### src/rtl/qte_pkg.sv
`timescale 1ns / 1ps
package qte_pkg;

	// default configuration
	localparam int COMPONENT_BITS = 16;
	localparam int CORDIC_STAGES  = 16;

	// asin path: sine and cosine in Q30, integer square root one bit per cell
	localparam int Q_FRAC   = 30;
	localparam int S30_W    = 32;
	localparam int SQ_W     = 62;
	localparam int SQ_STEPS = 31;

	// angles in 1/65536 degree
	localparam int ANG_W     = 26;
	localparam int HALF_TURN = 180 * 65536;
	localparam int ROUND_BIAS = 256;
	localparam int OUT_SHIFT  = 9;

	// output ranges in 1/128 degree
	localparam int ROLL_LIMIT  = 23040;
	localparam int PITCH_LIMIT = 11520;
	localparam int ROLL_W      = 16;
	localparam int PITCH_W     = 15;

	// round(atan(2^-i) in 1/65536 degree)
	function automatic logic signed [ANG_W-1:0] atan_entry(input int idx);
		logic signed [ANG_W-1:0] a;
		case (idx)
			0: a = ANG_W'(2949120);
			1: a = ANG_W'(1740967);
			2: a = ANG_W'(919879);
			3: a = ANG_W'(466945);
			4: a = ANG_W'(234379);
			5: a = ANG_W'(117303);
			6: a = ANG_W'(58666);
			7: a = ANG_W'(29335);
			8: a = ANG_W'(14668);
			9: a = ANG_W'(7334);
			10: a = ANG_W'(3667);
			11: a = ANG_W'(1833);
			12: a = ANG_W'(917);
			13: a = ANG_W'(458);
			14: a = ANG_W'(229);
			15: a = ANG_W'(115);
			16: a = ANG_W'(57);
			17: a = ANG_W'(29);
			18: a = ANG_W'(14);
			19: a = ANG_W'(7);
			20: a = ANG_W'(4);
			21: a = ANG_W'(2);
			22: a = ANG_W'(1);
			default: a = '0;
		endcase
		return a;
	endfunction

endpackage

### src/rtl/qte_cordic_cell.sv
`timescale 1ns / 1ps
module qte_cordic_cell #(
	parameter int STEP = 0,
	parameter int CW = 37
) (
	input  logic clk,
	input  logic en,
	input  logic signed [CW-1:0] x_i,
	input  logic signed [CW-1:0] y_i,
	input  logic signed [qte_pkg::ANG_W-1:0] z_i,
	output logic signed [CW-1:0] x_o,
	output logic signed [CW-1:0] y_o,
	output logic signed [qte_pkg::ANG_W-1:0] z_o
);
	localparam logic signed [qte_pkg::ANG_W-1:0] ATAN = qte_pkg::atan_entry(STEP);

	logic signed [CW-1:0] dx, dy;
	logic signed [CW-1:0] x_s1, y_s1;
	logic signed [qte_pkg::ANG_W-1:0] z_s1;

	assign dx = y_i >>> STEP;
	assign dy = x_i >>> STEP;

	// vectoring micro-rotation toward the x axis
	always_ff @(posedge clk) begin
		if (en) begin
			if (y_i > 0) begin
				x_s1 <= x_i + dx;
				y_s1 <= y_i - dy;
				z_s1 <= z_i + ATAN;
			end else begin
				x_s1 <= x_i - dx;
				y_s1 <= y_i + dy;
				z_s1 <= z_i - ATAN;
			end
		end
	end

	assign x_o = x_s1;
	assign y_o = y_s1;
	assign z_o = z_s1;

endmodule

### config.mk
export PLATFORM = sky130hd
export DESIGN_NAME = qte_cordic_cell
export DESIGN_NICKNAME = d
export VERILOG_FILES = /design/src/rtl/qte_pkg.sv /design/src/rtl/qte_cordic_cell.sv
export SDC_FILE = /design/constraint.sdc
export NUM_CORES = 1
export LEC_CHECK = 0
export BUFFER_PORTS_ARGS = -buffer_cell sky130_fd_sc_hd__buf_2
export CELL_PAD_IN_SITES_DETAIL_PLACEMENT = 1
export CELL_PAD_IN_SITES_GLOBAL_PLACEMENT = 1
export CORE_UTILIZATION = 38
export CTS_CLUSTER_DIAMETER = 100
export DETAILED_ROUTE_END_ITERATION = 10
export GPL_TIMING_DRIVEN = 1
export PLACE_DENSITY = 0.79
export SLEW_MARGIN = 20
export SYNTH_ARGS = -nofsm -noshare
export SYNTH_HDL_FRONTEND = slang
export SYNTH_SLANG_ARGS = --single-unit
### constraint.sdc
create_clock -name clk -period 3.3 [get_ports clk]
set_clock_uncertainty 0.1 [all_clocks]
set_input_delay 0.33 -clock clk [delete_from_list [all_inputs] [get_ports clk]]
set_output_delay 0.33 -clock clk [all_outputs]
set_load 0.05 [all_outputs]
==> impl_results.html <==
<table>
<tr><th>Metric</th><th>Value</th></tr>
<tr><th colspan="2">Timing</th></tr>
<tr><td>Crit share post-route</td><td>0.962</td></tr>
<tr><td>Final Max Tran Viols</td><td>0</td></tr>
<tr><td>Worst slew margin relative to its limit</td><td>0.369</td></tr>
<tr><td>Final setup viols</td><td>0</td></tr>
<tr><td>Smallest setup slack after layout</td><td>126 ps</td></tr>
<tr><td>Final critical delay including setup and external delays</td><td>3170 ps</td></tr>
<tr><td>RSZ-0062 raised after global routing</td><td>true</td></tr>
<tr><td>Highest attainable clock frequency</td><td>315 MHz</td></tr>
<tr><td>Actual transition at the worst max-transition pin</td><td>947 ps</td></tr>
<tr><td>Total count of hold-check failures in the final report</td><td>0</td></tr>
<tr><th colspan="2">Critical path</th></tr>
<tr><td>Data required time at the worst endpoint</td><td>3310 ps</td></tr>
<tr><td>Bufs and invs on worst path</td><td>2</td></tr>
<tr><td>Category of the most critical setup path</td><td>input port to register</td></tr>
<tr><td>Worst Path Max Fanout</td><td>9</td></tr>
<tr><td>Crit path max-delay cell type</td><td>ha_1</td></tr>
<tr><td>Largest stage delay on the critical path</td><td>440 ps</td></tr>
<tr><td>Signal arrival time at the worst endpoint</td><td>3190 ps</td></tr>
<tr><td>Endpoint kind of the worst setup timing path</td><td>register</td></tr>
<tr><td>Kind of launch point of the worst setup path</td><td>input port</td></tr>
<tr><td>Crit-path leading delay family</td><td>compound AO/OA/AOI/OAI gates</td></tr>
<tr><td>Cell Chain, Critical Path</td><td>buf_2 -&gt; ha_1 -&gt; nand2_1 -&gt; or3_1 -&gt; a311oi_1 -&gt; o31ai_1 -&gt; a31oi_1 -&gt; o21ai_0 -&gt; buf_4 -&gt; nor2_1 -&gt; o22ai_1 -&gt; xnor2_1</td></tr>
<tr><th colspan="2">Synth</th></tr>
<tr><td>Number of warnings reported in the yosys synthesis log</td><td>0</td></tr>
<tr><td>Fraction of synthesized cell area in xor and xnor cells</td><td>0.0717</td></tr>
<tr><td>Fraction of the yosys area taken by sequential cells</td><td>0.300</td></tr>
<tr><td>Synthesized area per cell</td><td>8.51 um^2</td></tr>
<tr><td>Count of flip-flops with a built-in enable after synthesis</td><td>99</td></tr>
<tr><td>Synth Net Count</td><td>1384</td></tr>
<tr><td>Adder and majority cell fraction of the synthesized area</td><td>0.155</td></tr>
<tr><td>Mapped Cells</td><td>1162</td></tr>
<tr><td>Mapped Area</td><td>9890 um^2</td></tr>
<tr><td>Synth Register Bits</td><td>99</td></tr>
<tr><td>Multiplexer fraction of the synthesized cell area</td><td>0.0153</td></tr>
<tr><td>Share of flip-flops with an asynchronous set or reset</td><td>0</td></tr>
<tr><td>Synth Area in Simple Gates</td><td>0.136</td></tr>
<tr><td>Complex-gate fraction of the synthesized area</td><td>0.254</td></tr>
<tr><td>Dominant combinational cell family by area after synthesis</td><td>compound AO/OA/AOI/OAI gates</td></tr>
<tr><td>Dominant synthesized flop cell</td><td>edfxtp_1</td></tr>
<tr><td>Number of distinct library cells after synthesis</td><td>78</td></tr>
<tr><th colspan="2">Routing</th></tr>
<tr><td>Detailed-route via count</td><td>10325</td></tr>
<tr><td>1st-iter DRT viols</td><td>619</td></tr>
<tr><td>Number of remaining DRC errors</td><td>0</td></tr>
<tr><td>Post-detailed-routing wire length</td><td>37700 um</td></tr>
<tr><td>Number of detailed-route iterations in the first pass</td><td>4</td></tr>
<tr><td>DR vias/cell</td><td>5.55</td></tr>
<tr><td>Routed length per instance</td><td>20.3 um</td></tr>
<tr><td>Antenna Nets Post-Route</td><td>0</td></tr>
<tr><th colspan="2">Die</th></tr>
<tr><td>Standard-cell rows</td><td>58</td></tr>
<tr><td>Overall die area</td><td>26700 um^2</td></tr>
<tr><td>Core Box Area</td><td>25300 um^2</td></tr>
<tr><td>Die height</td><td>163 um</td></tr>
<tr><td>Count of boundary I/O pins</td><td>202</td></tr>
<tr><td>Die Wd</td><td>163 um</td></tr>
<tr><td>Initial core utilization</td><td>0.391</td></tr>
<tr><th colspan="2">GRT</th></tr>
<tr><td>First-pass GRT wire length</td><td>58400 um</td></tr>
<tr><td>Antenna violations before repair</td><td>1</td></tr>
<tr><td>Aggregate global-route resource usage</td><td>0.283</td></tr>
<tr><td>Largest net degree at the start of global routing</td><td>76</td></tr>
<tr><td>Vias in the first global route</td><td>10686</td></tr>
<tr><td>Congestion Overflow GR</td><td>0</td></tr>
<tr><th colspan="2">Finish</th></tr>
<tr><td>Layout cells sized above 1</td><td>0.294</td></tr>
<tr><td>Diodes inserted</td><td>0</td></tr>
<tr><td>Final Net Count</td><td>1749</td></tr>
<tr><td>Fillers</td><td>3111</td></tr>
<tr><td>Layout-stage area growth over the synthesis result</td><td>31.1%</td></tr>
<tr><td>Post-layout util</td><td>0.512</td></tr>
<tr><th colspan="2">Placement</th></tr>
<tr><td>Final GP Congestion</td><td>0.940</td></tr>
<tr><td>Port Buffer Count</td><td>201</td></tr>
<tr><td>Worst-case setup slack after placement</td><td>-340 ps</td></tr>
<tr><td>HPWL after detailed placement</td><td>30400 um</td></tr>
<tr><th colspan="2">Run</th></tr>
<tr><td>Number of maximum-capacitance constraint violations</td><td>0</td></tr>
<tr><th colspan="2">Clock tree</th></tr>
<tr><td>Cts bufs inserted</td><td>9</td></tr>
<tr><td>Number of buffers added for setup after CTS</td><td>0</td></tr>
<tr><td>Number of buffers between clock root and the deepest sink</td><td>2</td></tr>
<tr><td>Hold-fix buffers, CTS</td><td>0</td></tr>
<tr><td>Maximum level of the CTS H-tree</td><td>3</td></tr>
<tr><td>Clock slew at reported path FFs</td><td>90 ps</td></tr>
<tr><td>Clock Tree Root</td><td>clkbuf_16</td></tr>
<tr><td>CTS sink cnt</td><td>99</td></tr>
<tr><td>Clock tree from TritonCTS</td><td>yes</td></tr>
<tr><th colspan="2">Power and ir drop</th></tr>
<tr><td>Power density of the placed cells</td><td>434 nW/um^2</td></tr>
<tr><td>Maximum vdd drop</td><td>0.000272 V</td></tr>
<tr><td>Leakage dissipation</td><td>0.00605 uW</td></tr>
<tr><th colspan="2">Hold path</th></tr>
<tr><td>Worst Hold Class</td><td>input port to register</td></tr>
<tr><th colspan="2">Status</th></tr>
<tr><td>Run status</td><td>completed</td></tr>
</table>
==> routing by layer <==
metal | vias up | global-route usage | routed length [um]
met5 | - | 0 | 0
met4 | 0 | 0.107 | 1080
met3 | 63 | 0.0272 | 1980
met2 | 347 | 0.466 | 17700
met1 | 5036 | 0.382 | 17000
li1 | 4879 | - | -
==> cells by family after synthesis <==
group | count (synthesis)
DFF | 99
xor gates and xnor gates | 81
muxes | 15
buffers and inverters | 172
and+or+nand+nor | 281
adders and majority gates | 120
AOI/OAI and AO/OA | 394
==> registers in the layout, indices dropped and copies added, names as in the netlist <==
register and flops:
y_o 36, x_o 37, z_o 26
==> layout make-up <==
class	instances	area, um^2	share of cell area
Multi-Input combinational cell	891	6270	0.484
Clock buffer	9	225	0.0174
Clock inverter	7	75.1	0.00579
Sequential cell	99	2970	0.229
Inverter	120	450	0.0347
Tap cell	330	413	0.0318
Timing Repair Buffer	406	2560	0.197
==> stage by stage <==
| stage | total power, uW | instance area, um^2 | hold slack, ps | TNS (ps) | instances |
|---|---|---|---|---|---|
| 2_1_floorplan | 3450 | 9900 | 329 | 0 | 1162 |
| 3_3_place_gp | 4390 | 12600 | 408 | -1800 | 1846 |
| 4_1_cts | 5620 | 12900 | 22.7 | 0 | 1862 |
| 3_5_place_dp | 4460 | 12600 | 409 | -2960 | 1846 |
| 5_1_grt | 5870 | 13000 | 27.4 | -88.7 | 1862 |
| 6_report | 5630 | 13000 | 27.4 | 0 | 1862 |
==> report_power, final <==
group	internal, uW	total [uW]	switching [uW]
combinational	942	2770	1820
clock	596	1160	560
sequential	1640	1700	59.3
total	3180	5630	2440
==> cells in the final DEF, fill, tap and decap left out, types with 7 or more instances in the layout <==
master / count
o21ai_0: 79
or3_1: 9
a211oi_1: 12
a21o_1: 32
nand2b_1: 11
nor2b_1: 20
nor2_1: 97
o21a_1: 10
ha_1: 116
nand4_1: 17
nor3_1: 14
clkbuf_16: 9
nor4_1: 9
o21ai_1: 7
o21bai_1: 21
buf_2: 200
xnor2_1: 75
mux2i_1: 14
nand2_1: 68
o31ai_1: 10
buf_4: 205
edfxtp_1: 99
a21oi_1: 144
nand3_1: 9
inv_1: 116
o211ai_1: 7
==> cell usage after synthesis (5+ instances only) <==
cell | instances | area [um^2]
buf_2 | 15 | 75.1
inv_1 | 117 | 439
nand4_1 | 17 | 106
a211oi_1 | 12 | 90.1
ha_1 | 116 | 1450
nand2b_1 | 11 | 68.8
nor3_1 | 14 | 70.1
nor2_1 | 97 | 364
o21ai_1 | 7 | 35.0
or2_2 | 6 | 37.5
o21a_1 | 10 | 75.1
nand3_1 | 9 | 45.0
a21o_1 | 32 | 240
or3_1 | 9 | 56.3
a21oi_1 | 144 | 721
o31ai_1 | 10 | 75.1
a21boi_0 | 5 | 37.5
clkbuf_1 | 24 | 90.1
o21bai_1 | 21 | 158
xor2_1 | 6 | 52.6
edfxtp_1 | 99 | 2970
xnor2_1 | 75 | 657
o311ai_0 | 6 | 52.6
nor2b_1 | 20 | 125
o21ai_0 | 79 | 395
buf_1 | 10 | 37.5
o211ai_1 | 7 | 52.6
nor4_1 | 12 | 75.1
mux2i_1 | 14 | 140
a31oi_1 | 6 | 37.5
nand2_1 | 68 | 255
==> timing repair <==
action / CTS / global route
setup endpoints to repair: 0 / 5
endpoints found under the hold margin: 0 / 0
resized for setup: 0 / 5
==> final timing paths <==
kind           endpoint  startpoint  slack, ps  cells after the start
max   x_o[33]$_DFFE_PP_      y_i[9]        130                     12
min    z_o[5]$_DFFE_PP_      z_i[5]         30                      1
Note: power is estimated with default switching activity, not from simulation.
