<file path="config.mk">
export PLATFORM = sky130hd
export DESIGN_NAME = qte_sqrt_cell
export DESIGN_NICKNAME = d
export VERILOG_FILES = /design/src/rtl/qte_pkg.sv /design/src/rtl/qte_sqrt_cell.sv
export SDC_FILE = /design/constraint.sdc
export NUM_CORES = 1
export LEC_CHECK = 0
export BUFFER_PORTS_ARGS = -buffer_cell sky130_fd_sc_hd__clkbuf_2
export CORE_UTILIZATION = 32
export DETAILED_ROUTE_END_ITERATION = 8
export GPL_ROUTABILITY_DRIVEN = 0
export GPL_TIMING_DRIVEN = 0
export HOLD_SLACK_MARGIN = 0.1
export PLACE_DENSITY = 0.61
export SLEW_MARGIN = 15
export SYNTH_ARGS = -nofsm -noshare
export SYNTH_HDL_FRONTEND = slang
export SYNTH_SLANG_ARGS = --single-unit
</file>
<file path="constraint.sdc">
create_clock -name clk -period 5.7 [get_ports clk]
set_input_delay 1.14 -clock clk [delete_from_list [all_inputs] [get_ports clk]]
set_output_delay 1.14 -clock clk [all_outputs]
set_load 0.01 [all_outputs]
</file>
<file path="src/rtl/qte_pkg.sv">
`timescale 1ns / 1ps
package qte_pkg;

	// default configuration
	localparam int COMPONENT_BITS = 16;
	localparam int CORDIC_STAGES  = 16;

	// asin path: sine and cosine in Q30, integer square root one bit per cell
	localparam int Q_FRAC   = 30;
	localparam int S30_W    = 32;
	localparam int SQ_W     = 62;
	localparam int SQ_STEPS = 31;

	// angles in 1/65536 degree
	localparam int ANG_W     = 26;
	localparam int HALF_TURN = 180 * 65536;
	localparam int ROUND_BIAS = 256;
	localparam int OUT_SHIFT  = 9;

	// output ranges in 1/128 degree
	localparam int ROLL_LIMIT  = 23040;
	localparam int PITCH_LIMIT = 11520;
	localparam int ROLL_W      = 16;
	localparam int PITCH_W     = 15;

	// round(atan(2^-i) in 1/65536 degree)
	function automatic logic signed [ANG_W-1:0] atan_entry(input int idx);
		logic signed [ANG_W-1:0] a;
		case (idx)
			0: a = ANG_W'(2949120);
			1: a = ANG_W'(1740967);
			2: a = ANG_W'(919879);
			3: a = ANG_W'(466945);
			4: a = ANG_W'(234379);
			5: a = ANG_W'(117303);
			6: a = ANG_W'(58666);
			7: a = ANG_W'(29335);
			8: a = ANG_W'(14668);
			9: a = ANG_W'(7334);
			10: a = ANG_W'(3667);
			11: a = ANG_W'(1833);
			12: a = ANG_W'(917);
			13: a = ANG_W'(458);
			14: a = ANG_W'(229);
			15: a = ANG_W'(115);
			16: a = ANG_W'(57);
			17: a = ANG_W'(29);
			18: a = ANG_W'(14);
			19: a = ANG_W'(7);
			20: a = ANG_W'(4);
			21: a = ANG_W'(2);
			22: a = ANG_W'(1);
			default: a = '0;
		endcase
		return a;
	endfunction

endpackage

</file>
<file path="src/rtl/qte_sqrt_cell.sv">
`timescale 1ns / 1ps
module qte_sqrt_cell #(
	parameter int STEP = 0,
	parameter int PASS_W = 8
) (
	input  logic clk,
	input  logic en,
	input  logic [qte_pkg::SQ_W-1:0] num_i,
	input  logic [qte_pkg::SQ_W-1:0] res_i,
	input  logic [PASS_W-1:0] pass_i,
	output logic [qte_pkg::SQ_W-1:0] num_o,
	output logic [qte_pkg::SQ_W-1:0] res_o,
	output logic [PASS_W-1:0] pass_o
);
	localparam logic [qte_pkg::SQ_W-1:0] BIT =
		qte_pkg::SQ_W'(1) << (2 * qte_pkg::Q_FRAC - 2 * STEP);

	logic [qte_pkg::SQ_W-1:0] trial;
	logic [qte_pkg::SQ_W-1:0] num_s1, res_s1;
	logic [PASS_W-1:0] pass_s1;

	assign trial = res_i + BIT;

	// one restoring root bit
	always_ff @(posedge clk) begin
		if (en) begin
			if (num_i >= trial) begin
				num_s1 <= num_i - trial;
				res_s1 <= (res_i >> 1) + BIT;
			end else begin
				num_s1 <= num_i;
				res_s1 <= res_i >> 1;
			end
			pass_s1 <= pass_i;
		end
	end

	assign num_o = num_s1;
	assign res_o = res_s1;
	assign pass_o = pass_s1;

endmodule

</file>
==> results.sh, run 1 <==
export IMPL_mostFrequentLayoutCell="clkbuf_2"
export IMPL_yosys_warnings=0
export IMPL_fraction_of_final_layout_cells_sized_beyond_drive_strength_1_pct=27.5
export IMPL_grt_pass1_vias=7520
export IMPL_detailed_place_hpwl_um=20400
export IMPL_hold_crit_path_type="input pin to flop"
export IMPL_cts_sink_count=132
export IMPL_timing_hold_worst_path_depth=1
export IMPL_routed_wirelength_um=26100
export IMPL_synth_xor_area_share_pct=5.54
export IMPL_drt_wirelength_per_cell_um=17.2
export IMPL_yosys_area_share_simple_pct=12.3
export IMPL_cap_viol_max_count=0
export IMPL_dieArea_um2=27800
export IMPL_postSynthCellCount=887
export IMPL_dpl_instance_area_um2=10500
export IMPL_path_class="input pin to flop"
export IMPL_path_max_fanout=10
export IMPL_mappedNetlistArea_um2=8690
export IMPL_num_rows=59
export IMPL_worst_hold_margin_ns=0.887
export IMPL_drt_pre_antenna_iters=5
export IMPL_layout_cell_area_non_filler_um2=11000
export IMPL_finalWorstSetupSlack_ns=0.875
export IMPL_worst_ir_drop_vdd_mv=0.151
export IMPL_synth_seq_area_share_pct=45.6
export IMPL_synthAdderAreaFrac_pct=9.16
export IMPL_hold_end="pass_o[5]"
export IMPL_layout_core_utilization_pct=41.9
export IMPL_synth_edf_count=132
export IMPL_cts_htree_levels=4
export IMPL_min_from="pass_i[5]"
export IMPL_pin_count_of_the_biggest_net_entering_global_routing=99
export IMPL_post_synth_mux_area_share_pct=0.792
export IMPL_numPortBuffers=265
export IMPL_grt_pass1_wl_um=40400
export IMPL_worst_ep_arrival_time_ns=5.04
export IMPL_overflow=0
export IMPL_max_slew_worst_pin_slew_ns=0.849
export IMPL_track_usage_pct=18.7
export IMPL_required_ns=5.92
export IMPL_post_cts_setup_buffers=0
export IMPL_synthToLayoutAreaGrowth_pct=26.9
export IMPL_max_freq_mhz=207
export IMPL_largest_family_of_logic_cells_by_synthesized_area="compound AO/OA/AOI/OAI gates"
export IMPL_floorplan_die_height_um=167
export IMPL_tns_ns=0
export IMPL_hold_fails_final_rpt=0
export IMPL_final_cells=1520
export IMPL_drt_via_density=5.11
export IMPL_setup_viol=0
export IMPL_drc=0
export IMPL_tritoncts="built"
export IMPL_antenna_found_initial=0
export IMPL_num_vias=7763
export IMPL_mappedNetlistNets=1084
export IMPL_status="completed"
export IMPL_avgSynthCellArea_um2=9.80
export IMPL_timing_final_max_slew_violations=0
export IMPL_preCtsSetupSlack_ns=0.399
export IMPL_ffs_w_async_s_r_synth_pct=0
export IMPL_setup_repair_after_global_routing_missed_its_margin="false"
export IMPL_dr_first_iter_drc_count=406
export IMPL_postCtsResizedCells=0
export IMPL_antenna_left=0
export IMPL_pin_count=266
export IMPL_count_of_distinct_cell_types_in_the_synthesized_netlist=69
export IMPL_finalCritPeriodShare_pct=84.6
export IMPL_synth_compound_gate_area_share_pct=20.8
export IMPL_nets=1369
export IMPL_timing_critical_path_from_type="input pin"
export IMPL_final_cell_mix="264 x clkbuf_2, 132 x edfxtp_1, 117 x a21oi_1"
export IMPL_postCtsHoldBufs=0
export IMPL_die_width_um=167
export IMPL_power_per_cell_area_nw_per_um2=292
export IMPL_min_period_ns=4.82
export IMPL_pwr_total_mw=3.22
export IMPL_core_area_um2=26400
export IMPL_initial_cell_density_of_the_core_pct=33.0
export IMPL_place_detailed_instances=1488
export IMPL_clock_pin_slew_reported_for_the_worst_setup_and_hold_paths_after_clock_tree_synthesis_ns=0.07
export IMPL_max_slew_margin_rel_pct=43.4
export IMPL_antenna_diode_instance_count=0
export IMPL_cts_inserted_buffers=17
export IMPL_ys_ff_latch=132
export IMPL_crit_path_end_kind="flop"
export IMPL_synth_main_ff_cell="edfxtp_1"
export IMPL_clockBufferDepth=2
export IMPL_p_leak_nw=5.05
export IMPL_cts_root_buf="clkbuf_16"
where the power goes:
group	internal [mW]	total [mW]	switching, mW
clock	0.605	1.09	0.481
combinational	0.350	0.902	0.552
sequential	1.21	1.24	0.0283
total	2.16	3.22	1.06
synthesized netlist by cell type, types with 18 or more instances:
library cell  instances  area, um^2
edfxtp_1            132        3960
a21oi_1             117         586
inv_1                83         312
nor2_1               72         270
ha_1                 62         776
nand2_1              62         233
o21ai_0              45         225
a21o_1               42         315
xnor2_1              31         272
clkbuf_1             25        93.8
xor2_1               24         210
nand4_1              18         113
state kept, by name (all words and copies together), names as in the netlist:
register and flops:
num_o 62, res_o 62, pass_o 8
cells by family (layout without fill, tap and decap cells):
family          count (synthesis)  after routing
buf+inv                       119            417
simple gates                  225            225
mux                             6              6
xor+xnor                       55             55
compound gates                287            287
fa+ha+maj                      63             63
flops                         132            132
metal layers:
| layer | GRT usage, % | part of all wire (%) | wire, um | up-vias |
|---|---|---|---|---|
| met1 | 24.9 | 46 | 12100 | 3631 |
| met2 | 30.5 | 46 | 12100 | 264 |
| li1 | - | - | - | 3844 |
| met4 | 4.59 | 1.2 | 306 | 0 |
| met5 | 0 | 0 | 0 | - |
| met3 | 4.42 | 6.4 | 1670 | 24 |
area by class of cell:
class,count,area (um^2)
timing repair buffer,266,1360
inverter,83,312
sequential,132,3960
clock inverter,14,130
buffer,36,193
fill,2613,15300
clock buffer,18,429
tap,335,419
multi-input combinational,636,4220
worst max path at each step:
stage             start  slack, ns        end
3_3_place_gp   num_i[0]       0.40   num_o[2]
6_report       num_i[0]       0.88  num_o[45]
4_1_cts        num_i[0]       0.82  num_o[45]
5_1_grt        num_i[0]       0.59  num_o[45]
3_5_place_dp   num_i[0]       0.40  num_o[45]
2_1_floorplan  num_i[0]       1.72  num_o[48]
worst max-delay path, cell delays in order:
cell       delay, ns
clkbuf_2        0.09
inv_1           0.05
ha_1            0.15
inv_1           0.05
fa_1            0.42
a211oi_1        0.26
o21ai_1         0.22
o2111ai_1       0.30
a21o_2          0.26
o21ai_4         0.11
a31oi_4         0.27
a21oi_2         0.17
o21ai_1         0.57
clkbuf_1        0.71
nand2_1         0.14
o31ai_1         0.13
No activity file was read; power rests on OpenSTA's default activity.
==> run 2, diff against run 1 <==
- clock period: 5.7 -> 4.9 ns (I/O delays scaled with it)
==> run 2 against run 1 <==
- setup slack worse by 0.51 ns
- sequential power is 16% higher
- sequential share of layout area about the same
- critical endpoint is now num_o[44]
- largest power group unchanged
- highest routed layer unchanged
==> results.sh, run 2 (synthesis results as in run 1) <==
export IMPL_status="completed"
export IMPL_hold_fails_final_rpt=0
export IMPL_die_width_um=167
export IMPL_dpl_instance_area_um2=10500
export IMPL_core_area_um2=26400
export IMPL_post_cts_setup_buffers=0
export IMPL_cts_htree_levels=4
export IMPL_antenna_diode_instance_count=0
export IMPL_cp_num_cells=15
export IMPL_cp_cell_sequence="clkbuf_2 > inv_1 > ha_1 > inv_1 > fa_1 > a211oi_1 > o21ai_1 > o2111ai_1 > a21o_2 > o21ai_4 > a31oi_4 > a21oi_2 > o21ai_1 > clkbuf_1 > o21ai_0"
export IMPL_critical_path_n_buffers_inverters=4
export IMPL_drt_wirelength_per_cell_um=17.2
export IMPL_num_vias=7771
export IMPL_worstSetupEndpoint="num_o[44]"
export IMPL_power_per_cell_area_nw_per_um2=340
export IMPL_mostFrequentLayoutCell="clkbuf_2"
export IMPL_path_class="input pin to flop"
export IMPL_grt_pass1_wl_um=40400
export IMPL_cap_viol_max_count=0
export IMPL_pwr_total_mw=3.75
export IMPL_num_rows=59
export IMPL_antenna_found_initial=0
export IMPL_max_slew_worst_pin_slew_ns=0.741
export IMPL_crit_path_end_kind="flop"
export IMPL_cp_top_family="compound AO/OA/AOI/OAI gates"
export IMPL_layout_cell_area_non_filler_um2=11000
export IMPL_pin_count=266
export IMPL_slowest_stage_cell_cp="o21ai_1"
export IMPL_initial_cell_density_of_the_core_pct=33.0
export IMPL_max_freq_mhz=220
export IMPL_finalCritPeriodShare_pct=92.6
export IMPL_critical_path_max_stage_delay_ns=0.56
export IMPL_dieArea_um2=27800
export IMPL_drt_pre_antenna_iters=5
export IMPL_nets=1369
export IMPL_cts_root_buf="clkbuf_16"
export IMPL_antenna_left=0
export IMPL_timing_final_max_slew_violations=0
export IMPL_cts_inserted_buffers=17
export IMPL_setup_viol=0
export IMPL_multi_input_gate_area_um2=4220
export IMPL_floorplan_die_height_um=167
export IMPL_dr_first_iter_drc_count=406
export IMPL_detail_route_wirelength_met1_um=12100
export IMPL_required_ns=5.03
export IMPL_tritoncts="built"
export IMPL_drc=0
export IMPL_path_max_fanout=10
export IMPL_final_cell_mix="266 x clkbuf_2, 132 x edfxtp_1, 117 x a21oi_1"
export IMPL_hold_crit_path_type="input pin to flop"
export IMPL_top_layer_reached_by_signal_wires="met4"
export IMPL_setup_repair_after_global_routing_missed_its_margin="false"
export IMPL_track_usage_pct=18.7
export IMPL_tns_ns=0
export IMPL_clockBufferDepth=2
export IMPL_overflow=0
export IMPL_worst_hold_margin_ns=0.727
export IMPL_detailed_place_hpwl_um=20400
export IMPL_max_slew_margin_rel_pct=50.3
export IMPL_numPortBuffers=265
export IMPL_route_met3_wl_um=1660
export IMPL_route_met2_wl_um=12000
export IMPL_area_sequential_um2=3960
export IMPL_pin_count_of_the_biggest_net_entering_global_routing=99
export IMPL_worst_ir_drop_vdd_mv=0.177
export IMPL_worst_ep_arrival_time_ns=4.67
export IMPL_fraction_of_final_layout_cells_sized_beyond_drive_strength_1_pct=27.7
export IMPL_min_period_ns=4.54
export IMPL_timing_critical_path_from_type="input pin"
export IMPL_fill_cells=2616
export IMPL_clock_pin_slew_reported_for_the_worst_setup_and_hold_paths_after_clock_tree_synthesis_ns=0.07
export IMPL_critical_path_startpoint="num_i[0]"
export IMPL_drt_via_density=5.11
export IMPL_p_leak_nw=5.05
export IMPL_grt_pass1_vias=7520
export IMPL_layout_core_utilization_pct=41.9
export IMPL_synthToLayoutAreaGrowth_pct=27.0
export IMPL_routed_wirelength_um=26100
export IMPL_cts_sink_count=132
[run 2: cell counts in the layout (fill, tap and decap cells not counted)]
No cell type changed its count.
[run 2: metal layers]
layer | global-route usage, % | up-vias
li1 | - | 3844
met1 | 24.9 | 3636
met2 | 30.5 | 267
met3 | 4.42 | 24
met4 | 4.59 | 0
met5 | 0 | -
[run 2: final cells by class]
class,instances,share of cell area (%)
Multi-Input combinational cell,636,38.3
Sequential cell,132,35.9
Timing Repair Buffer,266,12.3
Clock buffer,18,3.89
Tap cell,335,3.80
Inverter,83,2.82
Buffer,36,1.77
Clock inverter,14,1.18
[run 2: what timing repair did]
item,4_1_cts,5_1_grt
gates resized for setup,0,4
hold buffers,0,0
endpoints found under the setup margin,0,4
[run 2: worst min path at each step]
stage / slack, ns / cells past startpoint / endpoint / from
2_1_floorplan: 1.08 / 0 / pass_o[0] / pass_i[0]
3_3_place_gp: 1.16 / 1 / pass_o[6] / pass_i[6]
3_5_place_dp: 1.16 / 1 / pass_o[3] / pass_i[3]
4_1_cts: 0.71 / 1 / pass_o[4] / pass_i[4]
5_1_grt: 0.71 / 1 / pass_o[3] / pass_i[3]
6_report: 0.73 / 1 / pass_o[5] / pass_i[5]
[run 2: metrics by stage]
stage	instances	setup WS, ns
floorplan	887	1.08
global placement	1487	-0.238
detailed placement	1488	-0.241
CTS	1520	0.177
global route	1520	0.0900
finish	1520	0.365
[run 2: where the power goes]
part	internal, mW	switching [mW]	total [mW]
sequential	1.40	0.0330	1.44
combinational	0.408	0.643	1.05
clock	0.703	0.560	1.26
